### config.mk
export PLATFORM = sky130hd
export DESIGN_NAME = noise_channel_lfsr_envelope
export DESIGN_NICKNAME = d
export VERILOG_FILES = /design/src/sv/ncle_pkg.sv /design/src/sv/noise_channel_lfsr_envelope.sv /design/src/sv/ncle_divider.sv
export VERILOG_INCLUDE_DIRS = /design/src /design/src/sv
export SDC_FILE = /design/constraint.sdc
export NUM_CORES = 1
export LEC_CHECK = 0
export BUFFER_PORTS_ARGS = -buffer_cell sky130_fd_sc_hd__buf_2
export CORE_ASPECT_RATIO = 0.9
export CORE_UTILIZATION = 55
export DETAILED_ROUTE_END_ITERATION = 12
export GPL_ROUTABILITY_DRIVEN = 0
export GPL_TIMING_DRIVEN = 0
export PLACE_DENSITY = 0.73
export SETUP_SLACK_MARGIN = 0.4
export SLEW_MARGIN = 20
export SYNTH_ARGS = -nofsm -noshare
export SYNTH_HDL_FRONTEND = slang
export SYNTH_SLANG_ARGS = --single-unit
### constraint.sdc
create_clock -name clk -period 17 [get_ports clk]
set_input_delay 2.55 -clock clk [delete_from_list [all_inputs] [get_ports clk]]
set_output_delay 2.55 -clock clk [all_outputs]
set_load 0.005 [all_outputs]
### src/sv/noise_channel_lfsr_envelope_assert.svh
// ----------------------------------------------------------------------------
// Assertion macros for the noise channel
// Concurrent checks sampled on clk, switched off while rst_n is low.
// ----------------------------------------------------------------------------
`ifndef NOISE_CHANNEL_LFSR_ENVELOPE_ASSERT_SVH
`define NOISE_CHANNEL_LFSR_ENVELOPE_ASSERT_SVH

// same-cycle implication
`define NCLE_ASSERT_NOW(lbl, ante, cons) \
    lbl: assert property (@(posedge clk) disable iff (!rst_n) (ante) |-> (cons)) \
        else $error("assertion failed");

// implication into the next cycle
`define NCLE_ASSERT_NEXT(lbl, ante, cons) \
    lbl: assert property (@(posedge clk) disable iff (!rst_n) (ante) |=> (cons)) \
        else $error("assertion failed");

`endif

### src/sv/ncle_pkg.sv
// ----------------------------------------------------------------------------
// ncle_pkg
// Shared types, codes, constants and helper functions of the noise channel.
// ----------------------------------------------------------------------------
package ncle_pkg;

    typedef enum logic [2:0] {
        OP_WRITE    = 3'd0,
        OP_READ     = 3'd1,
        OP_ADVANCE  = 3'd2,
        OP_LEN_TICK = 3'd3,
        OP_ENV_TICK = 3'd4
    } op_t;

    typedef enum logic [1:0] {
        REG_LENGTH   = 2'd0,
        REG_ENVELOPE = 2'd1,
        REG_FREQ     = 2'd2,
        REG_CONTROL  = 2'd3
    } reg_idx_t;

    localparam int          LENGTH_LIMIT = 64;
    localparam logic [7:0]  DAC_MASK     = 8'b1111_1000;
    localparam logic [7:0]  READ_MASK    = 8'b0100_0000;
    localparam logic [15:0] LFSR_SEED    = 16'hFFFF;
    localparam logic [3:0]  VOLUME_MAX   = 4'd15;
    localparam logic [3:0]  VOLUME_MIN   = 4'd0;

    // divider result handed back to the top level
    typedef struct packed {
        logic [31:0] count_next;
        logic        step;
    } div_res_t;

    // base divisor, selected by freq_random[2:0]
    function automatic logic [6:0] divisor(input logic [2:0] sel);
        logic [6:0] d;
        case (sel)
            3'd0:    d = 7'd8;
            3'd1:    d = 7'd16;
            3'd2:    d = 7'd32;
            3'd3:    d = 7'd48;
            3'd4:    d = 7'd64;
            3'd5:    d = 7'd80;
            3'd6:    d = 7'd96;
            default: d = 7'd112;
        endcase
        return d;
    endfunction

    // one LFSR shift; short mode also feeds bit 7
    function automatic logic [15:0] lfsr_step(input logic [15:0] s, input logic short_mode);
        logic        fb;
        logic [15:0] t;
        fb = s[0] ^ s[1];
        t  = {fb, s[14:0]};
        if (short_mode)
        begin
            t[7] = fb;
        end
        return {1'b0, t[15:1]};
    endfunction

endpackage

### src/sv/noise_channel_lfsr_envelope.sv
// ----------------------------------------------------------------------------
// noise_channel_lfsr_envelope
// Noise sound channel: four byte registers, LFSR, length counter, envelope.
// ----------------------------------------------------------------------------
// A request is held in the input register, then in the result register that drives the output.
// Throughput: one request per cycle while the output is not stalled, set by the single-pass state update.
// Input register and result register both advance when the result is free
// or being taken, so an output stall holds back new requests only once both are full.
// Reset (rst_n low, asynchronous): all channel state cleared, LFSR to all
// ones, both pipeline registers empty.
module noise_channel_lfsr_envelope (
    input  logic        clk,
    input  logic        rst_n,
    // slave side
    input  logic        s_axis_tvalid,
    output logic        s_axis_tready,
    input  logic [15:0] s_axis_tdata,   // [7:0] write_data, [15:8] cycles
    input  logic [4:0]  s_axis_tuser,   // [2:0] operation, [4:3] reg_index
    // master side
    output logic        m_axis_tvalid,
    input  logic        m_axis_tready,
    output logic [15:0] m_axis_tdata,   // [3:0] sample, [11:4] read_data,
                                        // [12] write_claimed, [13] channel_on,
                                        // [15:14] zero
    output logic [0:0]  m_axis_tuser    // [0] read_valid
);
    import ncle_pkg::*;

    // ---------------- input register ----------------
    logic       in_valid_reg;
    logic [2:0] op_reg;
    logic [1:0] idx_reg;
    logic [7:0] wdata_reg;
    logic [7:0] cyc_reg;

    logic s_accept;
    logic adv;          // request moves from input register to result register
    logic out_valid_reg;

    assign adv           = in_valid_reg && (!out_valid_reg || m_axis_tready);
    assign s_axis_tready = !in_valid_reg || adv;
    assign s_accept      = s_axis_tvalid && s_axis_tready;

    always_ff @(posedge clk or negedge rst_n)
    begin
        if (!rst_n)
        begin
            in_valid_reg <= 1'b0;
        end
        else if (s_accept)
        begin
            in_valid_reg <= 1'b1;
        end
        else if (adv)
        begin
            in_valid_reg <= 1'b0;
        end
    end

    always_ff @(posedge clk)
    begin
        if (s_accept)
        begin
            op_reg    <= s_axis_tuser[2:0];
            idx_reg   <= s_axis_tuser[4:3];
            wdata_reg <= s_axis_tdata[7:0];
            cyc_reg   <= s_axis_tdata[15:8];
        end
    end

    // ---------------- channel state ----------------
    logic [7:0]  length_reg,       length_next;
    logic [7:0]  envelope_reg,     envelope_next;
    logic [7:0]  freq_random_reg,  freq_random_next;
    logic [7:0]  control_reg,      control_next;
    logic        enabled_reg,      enabled_next;
    logic [15:0] shift_reg,        shift_next;
    logic [31:0] divider_count_reg, divider_count_next;
    logic [6:0]  length_count_reg, length_count_next;
    logic [3:0]  envelope_count_reg, envelope_count_next;
    logic [3:0]  volume_reg,       volume_next;
    logic        vol_changing_reg, vol_changing_next;

    logic [7:0]  rdata;
    logic        rvalid;
    logic        claimed;
    logic [6:0]  len_inc;
    logic [3:0]  env_inc;
    logic [2:0]  pace;
    logic        trigger;
    div_res_t    div_res;

    ncle_divider u_divider (
        .count       (divider_count_reg),
        .cycles      (cyc_reg),
        .freq_random (freq_random_reg),
        .res         (div_res)
    );

    assign len_inc = length_count_reg + 7'd1;
    assign env_inc = envelope_count_reg + 4'd1;
    assign pace    = envelope_reg[2:0];
    assign trigger = (op_reg == OP_WRITE) && (idx_reg == REG_CONTROL) && wdata_reg[7];

    always_comb
    begin
        length_next         = length_reg;
        envelope_next       = envelope_reg;
        freq_random_next    = freq_random_reg;
        control_next        = control_reg;
        enabled_next        = enabled_reg;
        shift_next          = shift_reg;
        divider_count_next  = divider_count_reg;
        length_count_next   = length_count_reg;
        envelope_count_next = envelope_count_reg;
        volume_next         = volume_reg;
        vol_changing_next   = vol_changing_reg;
        rdata               = 8'd0;
        rvalid              = 1'b0;
        claimed             = 1'b0;

        unique case (op_reg)
            OP_WRITE:
            begin
                unique case (idx_reg)
                    REG_LENGTH:
                    begin
                        length_next       = wdata_reg;
                        length_count_next = {1'b0, wdata_reg[5:0]};
                        claimed           = 1'b1;
                    end
                    REG_ENVELOPE:
                    begin
                        envelope_next = wdata_reg;
                        // DAC off: no bits in the volume/direction field
                        if ((wdata_reg & DAC_MASK) == 8'd0)
                        begin
                            enabled_next = 1'b0;
                        end
                        claimed = 1'b1;
                    end
                    REG_FREQ:
                    begin
                        freq_random_next = wdata_reg;
                    end
                    default:
                    begin
                        control_next = wdata_reg;
                        // trigger fires even with the DAC off
                        if (wdata_reg[7])
                        begin
                            enabled_next      = 1'b1;
                            volume_next       = envelope_reg[7:4];
                            vol_changing_next = 1'b1;
                            shift_next        = LFSR_SEED;
                        end
                        claimed = 1'b1;
                    end
                endcase
            end
            OP_READ:
            begin
                if (idx_reg == REG_CONTROL)
                begin
                    rdata  = control_reg & READ_MASK;
                    rvalid = 1'b1;
                end
            end
            OP_ADVANCE:
            begin
                if (enabled_reg)
                begin
                    divider_count_next = div_res.count_next;
                    if (div_res.step)
                    begin
                        shift_next = lfsr_step(shift_reg, freq_random_reg[3]);
                    end
                end
            end
            OP_LEN_TICK:
            begin
                // counts only with length enable set, on or off
                if (control_reg[6])
                begin
                    if (len_inc >= 7'(LENGTH_LIMIT))
                    begin
                        length_count_next = 7'd0;
                        enabled_next      = 1'b0;
                    end
                    else
                    begin
                        length_count_next = len_inc;
                    end
                end
            end
            OP_ENV_TICK:
            begin
                if (env_inc < {1'b0, pace})
                begin
                    envelope_count_next = env_inc;
                end
                else if ((pace == 3'd0) || !vol_changing_reg)
                begin
                    envelope_count_next = 4'd0;
                end
                else
                begin
                    envelope_count_next = env_inc - {1'b0, pace};
                    if (envelope_reg[3])
                    begin
                        if (volume_reg == VOLUME_MAX)
                        begin
                            vol_changing_next = 1'b0;
                        end
                        else
                        begin
                            volume_next = volume_reg + 4'd1;
                        end
                    end
                    else
                    begin
                        if (volume_reg == VOLUME_MIN)
                        begin
                            vol_changing_next = 1'b0;
                        end
                        else
                        begin
                            volume_next = volume_reg - 4'd1;
                        end
                    end
                end
            end
            default:
            begin
                // unused codes: state untouched, result carries the sample and channel_on only
            end
        endcase
    end

    always_ff @(posedge clk or negedge rst_n)
    begin
        if (!rst_n)
        begin
            length_reg         <= 8'd0;
            envelope_reg       <= 8'd0;
            freq_random_reg    <= 8'd0;
            control_reg        <= 8'd0;
            enabled_reg        <= 1'b0;
            shift_reg          <= LFSR_SEED;
            divider_count_reg  <= 32'd0;
            length_count_reg   <= 7'd0;
            envelope_count_reg <= 4'd0;
            volume_reg         <= 4'd0;
            vol_changing_reg   <= 1'b0;
        end
        else if (adv)
        begin
            length_reg         <= length_next;
            envelope_reg       <= envelope_next;
            freq_random_reg    <= freq_random_next;
            control_reg        <= control_next;
            enabled_reg        <= enabled_next;
            shift_reg          <= shift_next;
            divider_count_reg  <= divider_count_next;
            length_count_reg   <= length_count_next;
            envelope_count_reg <= envelope_count_next;
            volume_reg         <= volume_next;
            vol_changing_reg   <= vol_changing_next;
        end
    end

    // ---------------- result register ----------------
    logic [3:0]  sample;
    logic [15:0] out_data_reg;
    logic        out_rvalid_reg;

    // silent when off or when LFSR bit 0 is set
    assign sample = (enabled_next && !shift_next[0]) ? volume_next : 4'd0;

    always_ff @(posedge clk or negedge rst_n)
    begin
        if (!rst_n)
        begin
            out_valid_reg <= 1'b0;
        end
        else if (adv)
        begin
            out_valid_reg <= 1'b1;
        end
        else if (m_axis_tready)
        begin
            out_valid_reg <= 1'b0;
        end
    end

    always_ff @(posedge clk)
    begin
        if (adv)
        begin
            out_data_reg   <= {2'b00, enabled_next, claimed, rdata, sample};
            out_rvalid_reg <= rvalid;
        end
    end

    assign m_axis_tvalid   = out_valid_reg;
    assign m_axis_tdata    = out_data_reg;
    assign m_axis_tuser[0] = out_rvalid_reg;

    // ---------------- assertions ----------------
`include "noise_channel_lfsr_envelope_assert.svh"

    // a sounding sample only comes from a channel that is on
    `NCLE_ASSERT_NOW(a_sample_needs_on, m_axis_tvalid && (m_axis_tdata[3:0] != 4'd0), m_axis_tdata[13])
    // read data is nonzero only on an answered read, and only bit 6
    `NCLE_ASSERT_NOW(a_rdata_masked, m_axis_tvalid, (m_axis_tdata[11:4] & ~READ_MASK) == 8'd0 && (m_axis_tuser[0] || m_axis_tdata[11:4] == 8'd0))
    // a trigger leaves the channel on with a reseeded LFSR
    `NCLE_ASSERT_NEXT(a_trigger_seeds, adv && trigger, enabled_reg && (shift_reg == LFSR_SEED))
    // only a trigger turns the channel on
    `NCLE_ASSERT_NEXT(a_on_by_trigger, !enabled_reg && !(adv && trigger), !enabled_reg)
    // length counter never holds the full count
    `NCLE_ASSERT_NOW(a_length_range, 1'b1, length_count_reg < 7'd64)

endmodule

### src/sv/ncle_divider.sv
// ----------------------------------------------------------------------------
// ncle_divider
// Frequency divider update: saturating accumulate, period compare, reload.
// ----------------------------------------------------------------------------
module ncle_divider (
    input  logic [31:0]        count,
    input  logic [7:0]         cycles,
    input  logic [7:0]         freq_random,
    output ncle_pkg::div_res_t res
);
    import ncle_pkg::*;

    logic [31:0] period;
    logic [32:0] sum;
    logic [31:0] sat;

    // table entry shifted by the clock shift nibble, at most 22 bits wide
    assign period = {25'd0, divisor(freq_random[2:0])} << freq_random[7:4];
    assign sum    = {1'b0, count} + {25'd0, cycles};
    assign sat    = sum[32] ? 32'hFFFF_FFFF : sum[31:0];

    always_comb
    begin
        res.step       = (sat >= period);
        res.count_next = res.step ? (sat - period) : sat;
    end

endmodule
## After elaboration in Yosys (flattened, before gate mapping)

Index checks and enable logic that the tools add are counted.

| cells by class | value |
|---|---|
| add/sub/neg operators | 7 |
| multipliers | 0 |
| divide/modulo/power cells | 0 |
| $lt $le $gt $ge | 3 |
| equal/unequal tests | 24 |
| shift operators | 1 |
| multiplexer cells | 43 |
| bitwise logic cells | 2 |
| reduce and logical (&&, ||, !) cells | 32 |

Operators with widths:

| operator | number |
|---|---|
| $mux W32 | 2 |
| $mux W15 | 4 |
| $pmux W7 S7 | 1 |
| $mux W4 | 9 |
| $add A32 B8 Y33 | 1 |
| $ge A32 B32 Y1 | 1 |
| $shl A7 B4 Y32 | 1 |
| $sub A32 B32 Y32 | 1 |
| $pmux W15 S2 | 1 |
| $mux W7 | 3 |
| $mux W1 | 18 |
| $ne A2 B2 Y1 const B | 7 |
| $pmux W7 S2 | 1 |
| $eq A3 B2 Y1 const B | 4 |
| $eq A3 B3 Y1 const B | 4 |
| $reduce_and A3 Y1 | 4 |
| $reduce_bool A2 Y1 | 5 |
| $logic_not A3 Y1 | 3 |
| $add A4 B1 Y4 const B | 2 |
| $logic_not A8 Y1 | 1 |
| $pmux W4 S2 | 1 |
| $reduce_and A8 Y1 | 1 |
| $add A7 B1 Y7 const B | 1 |
| $ge A7 B7 Y1 const B | 1 |
| 22 further kinds | 35 |

| storage, ports and cells | value |
|---|---|
| register bits | 125 |
| bits in latches | 0 |
| memory bits (writable) | 0 |
| ROM bits | 0 |
| memories | 0 |

## Depth between registers and ports, before layout

| logic depth | value |
|---|---|
| depth in word-level cells | 9 |
| gate-level depth with buffers | 21 |

## By module

Synthesis repeated with hierarchy kept, for this count alone.

| second synthesis, totals | value |
|---|---|
| cells, all modules | 759 |
| area, all modules | 7490.9 µm² |

Modules (own cells, without submodules):

| module | times used | cells an instance | area each (µm²) |
|---|---|---|---|
| noise_channel_lfsr_envelope | 1 | 385 | 5024.8 |
| ncle_divider | 1 | 374 | 2466.1 |

## Least setup slack after synthesis

No wires, ideal clock.

| timing | value |
|---|---|
| kind | register to register |
| from | reg cyc_reg[0] |
| to | reg divider_count_reg[25] |
| setup time | 0.082 ns |
| data arrival time | 5.294 ns |
| data required time | 16.918 ns |
| slack | 11.624 ns |
| stages on the path, launching flop included | 20 |
| buffers on the path | 2 |
| period minus slack after synthesis | 5.376 ns |
| cell sequence | edfxtp_1 ha_1 fa_1 a211oi_1 o21ai_1 o21ai_0 or3_1 clkbuf_1 nand2_1 ha_1 clkbuf_1 and3_1 o211ai_1 o22ai_1 nor4b_1 a2111oi_0 nor3_1 o21ai_2 mux2_2 a31oi_1 |

| between the ends | value |
|---|---|
| cells in the longest elaborated chain, start to end | 4 |
| elaborated cells between the ends (all ways) | 5 |
| those cells by class | add/sub: 2; order compare: 1; mux: 2 |

RTL lines:

| item | RTL line | source |
|---|---|---|
| start, declared | noise_channel_lfsr_envelope.sv:34 | `logic [7:0] cyc_reg;` |
| start signal, assigned | noise_channel_lfsr_envelope.sv:67 | `cyc_reg <= s_axis_tdata[15:8];` |
| $add A32 B8 Y33 * | ncle_divider.sv:19 | `assign sum = {1'b0, count} + {25'd0, cycles};` |
| $mux W32 * | ncle_divider.sv:20 | `assign sat = sum[32] ? 32'hFFFF_FFFF : sum[31:0];` |
| $sub A32 B32 Y32 / $ge A32 B32 Y1 (equally long branches) | ncle_divider.sv:25, ncle_divider.sv:24 |  |
| $mux W32 * | ncle_divider.sv:25 | `res.count_next = res.step ? (sat - period) : sat;` |
| end signal, assigned | noise_channel_lfsr_envelope.sv:264 | `divider_count_reg <= divider_count_next;` |
| end, declared | noise_channel_lfsr_envelope.sv:78 | `logic [31:0] divider_count_reg, divider_count_next;` |

Every way passes the cells marked *; elsewhere a longest branch is shown, timed or not.
A chain may end at the register's enable or synchronous reset.

## Worst setup path after layout

Ends and elaborated chain as after synthesis.

==> metrics.md <==
| Metric | Value |
|---|---|
| Final WL | 20500 microns |
| I/O pin count | 44 |
| Crit Path Max Fanout | 10 |
| Hold Fails Final Rpt | 0 |
| Die area | 15000 sq um |
| Synthesized instance count | 912 |
| Fill count | 1279 |
| Most frequent cells in the layout | 105 x nand2_1, 81 x o21ai_0, 79 x nor2_1 |
| Area grow syn2layout | 9.74% |
| 1st-iter DRT viols | 797 |
| Clk sinks | 112 |
| Layout Nets | 1028 |
| Fmax achieved | 0.142 GHz |
| Pwr dens | 165 nW/um^2 |
| CTS resizes | 0 |
| Clock network fraction of total power | 15.5% |
| Syn_area_per_cell | 8.74 sq um |
| Crit start category | flip-flop |
| Clock transition at path regs | 0.08 ns |
| Initial Util | 56.7% |
| Router iterations before antenna repair | 6 |
| Crit end category | flip-flop |
| Number of synthesized register bits | 112 |
| CP Data Required Time | 17.28 ns |
| P_int | 803 uW |
| Std cell rows | 41 |
| Switching Fraction | 44.3% |
| Layout cell share with drive strength beyond 1 | 13.1% |
| Antenna diode count | 0 |
| Total global-route track usage | 28.5% |
| Final setup vio count | 0 |
| Status | complete, no violations |
| Worst path cell trace | ha_1 > fa_1 > a211oi_1 > o21ai_1 > o21ai_0 > or3_1 > clkbuf_1 > nand2_1 > ha_1 > clkbuf_1 > and3_1 > o211ai_1 > o22ai_1 > nor4b_1 > a2111oi_1 > nor3_1 > o21ai_2 > mux2_2 > a31oi_1 |
| Worst hold endpoint | shift_reg[13]$_DFFE_PN1P_ |
| Unique cell type count in the Yosys netlist | 82 |
| Total core area | 14100 sq um |
| Worst reg-to-reg path cell count | 19 |
| Most common flop cell mapped by yosys | dfrtp_1 |
| Worst slew margin | 20.5% |
| DR vias | 7138 |
| Least-Margin Pin Slew | 1.19 ns |
| Vias in the first global route | 6298 |
| Number of vias per cell | 6.13 |
| # port buffers | 34 |
| Largest net degree at the start of global routing | 46 |
| Final Slew Violations | 0 |
| Synth warn | 0 |
| Initial antenna violation count | 0 |
| Max clock buf depth | 2 |
| Setup Buffers After CTS | 0 |
| Dpl hpwl | 15100 microns |
| CTS Buf Count | 9 |
| Fin crit share | 41.4% |
| Worst-Skew Late Latency | 0.37 ns |
| Worst endpoint data arrival time | 7.32 ns |
| Most common cell after layout, fill and taps aside | nand2_1 |
| Root Driver | clkbuf_16 |
| Synth Cell Area | 7970 sq um |
| Hold Buf Count CTS | 0 |
| Total congestion overflow | 0 |
| DR WL/cell | 17.6 microns |
| Sw Pwr | 639 uW |
| Die width | 129 microns |
| Combinational cell fraction of total power | 56.9% |
| Critical path class | flip-flop to flip-flop |
| Critical-path top delay cell | a2111oi_1 |
| Setup TNS | 0 ns |
| Reg2reg setup slack | 9.96 ns |
| CP max stage delay | 1.05 ns |
| Die Ht | 116 microns |
| Number of synthesized flops with an enable pin | 29 |
| Final Non-Filler Cells | 1164 |
| First-pass GRT wire length | 32900 microns |
| Seq. cell area | 2970 sq um |
| CTS tree | yes |
| Seq/Total Area, Yosys | 37.2% |
| Peak supply drop | 93.6 uV |
| Number of max-cap violations | 0 |
| Routed Antenna Nets | 0 |
| Minimum clock period after layout | 7.04 ns |
| Min-delay worst type | flip-flop to flip-flop |
| Hold path start | shift_reg[14]$_DFFE_PN1P_ |
| Clock skew | 0.0106 ns |
| Worst reg2reg path endpoint | divider_count_reg[25]$_DFFE_PN0P_ |
| Number of instances in the placed design | 1148 |
| Ys async rst share | 74.1% |
| Pleak | 0.00376 uW |
| RSZ-0062 raised after global routing | false |
| Hold depth | 2 |
| Multi-input gate area in the final layout | 4690 sq um |
| Max reg flops | 32 |
| Register share of total power | 27.6% |
| H-tree levels | 3 |
| RR Startpoint | cyc_reg[0]$_DFFE_PP_ |
| DRC | 0 |
-- layout make-up --
class,count,share of cell area [%]
Buffer,52,2.82
Clock buffer,10,2.86
Clock inverter,6,0.601
Inverter,25,1.07
Multi-Input combinational cell,731,53.7
Sequential cell,112,33.9
Tap cell,193,2.76
Timing Repair Buffer,35,2.29
-- synthesized netlist by cell type, drive strengths merged (6+ instances only) --
cell type / number / area, sq um
nor2b: 7 / 43.8
inv: 24 / 90.1
or3: 7 / 43.8
and3: 14 / 87.6
a21oi: 60 / 304
mux2i: 17 / 170
nor3: 31 / 176
nand3: 35 / 175
mux2: 23 / 259
or4: 7 / 56.3
a211oi: 13 / 103
o21ai: 84 / 424
a21o: 13 / 97.6
dfrtp: 68 / 1700
nand4: 10 / 77.6
clkbuf: 33 / 124
dfstp: 15 / 394
o211ai: 12 / 90.1
ha: 35 / 438
o21a: 8 / 60.1
nand2: 106 / 400
a2111oi: 8 / 101
xor2: 23 / 201
edfxtp: 29 / 871
nand2b: 12 / 75.1
nor2: 79 / 297
o22ai: 6 / 37.5
and2: 11 / 71.3
xnor2: 22 / 193
nor4: 6 / 37.5
buf: 19 / 123
-- logic make-up after synthesis --
family                   count (synthesis)  share of synthesized area (%)
other                                    1                         0.0471
AND/OR/NAND/NOR                        344                           21.2
AO/OA/AOI/OAI                          256                           20.9
multiplexers                            40                           5.39
adder cells (fa/ha/maj)                 37                           6.00
XOR/XNOR                                45                           4.95
buffers and inverters                   77                           4.27
flip-flops                             112                           37.2
-- layer usage --
metal | share of wire [%] | GRT usage [%]
met2 | 43 | 42.1
met4 | 1.7 | 7.69
met1 | 48 | 42.7
met5 | 0 | 0
met3 | 7.5 | 4.99
-- power by group through the flow --
stage	combinational [uW]	sequential (uW)	clock, uW
after global routing	908	406	236
after CTS	803	396	227
after detailed placement	795	401	0
after floorplan	640	386	0
after global placement	784	399	0
final	821	397	224
-- metrics by stage --
step | setup slack [ns] | hold WS (ns) | total power (uW) | util, % | area (sq um)
6_report | 9.96 | 0.482 | 1440 | 62.2 | 8740
5_1_grt | 9.71 | 0.516 | 1550 | 62.2 | 8740
4_1_cts | 10.22 | 0.488 | 1430 | 62.2 | 8740
3_5_place_dp | 10.26 | 0.470 | 1200 | 60.0 | 8440
3_3_place_gp | 10.15 | 0.466 | 1180 | 59.8 | 8410
2_1_floorplan | 11.62 | 0.454 | 1030 | - | 8000
-- critical path, delay by kind of cell (launching register included) --
| family | cells | cell delay, ns |
|---|---|---|
| DFF | 1 | 0.38 |
| and+or+nand+nor | 5 | 1.02 |
| AOI/OAI and AO/OA | 8 | 3.33 |
| buffers and inverters | 2 | 0.81 |
| muxes | 1 | 0.39 |
| adders and majority gates | 3 | 1.02 |
-- how the worst max path moves through the flow --
| stage | endpoint | start | slack [ns] |
|---|---|---|---|
| after floorplan | divider_count_reg[25]$_DFFE_PN0P_ | cyc_reg[0]$_DFFE_PP_ | 11.62 |
| after global placement | divider_count_reg[25]$_DFFE_PN0P_ | cyc_reg[0]$_DFFE_PP_ | 10.15 |
| after detailed placement | divider_count_reg[25]$_DFFE_PN0P_ | cyc_reg[0]$_DFFE_PP_ | 10.26 |
| after CTS | divider_count_reg[25]$_DFFE_PN0P_ | cyc_reg[0]$_DFFE_PP_ | 10.22 |
| after global routing | divider_count_reg[25]$_DFFE_PN0P_ | cyc_reg[0]$_DFFE_PP_ | 9.71 |
| final | divider_count_reg[25]$_DFFE_PN0P_ | cyc_reg[0]$_DFFE_PP_ | 9.96 |
Note: power is estimated with default switching activity, not from simulation.
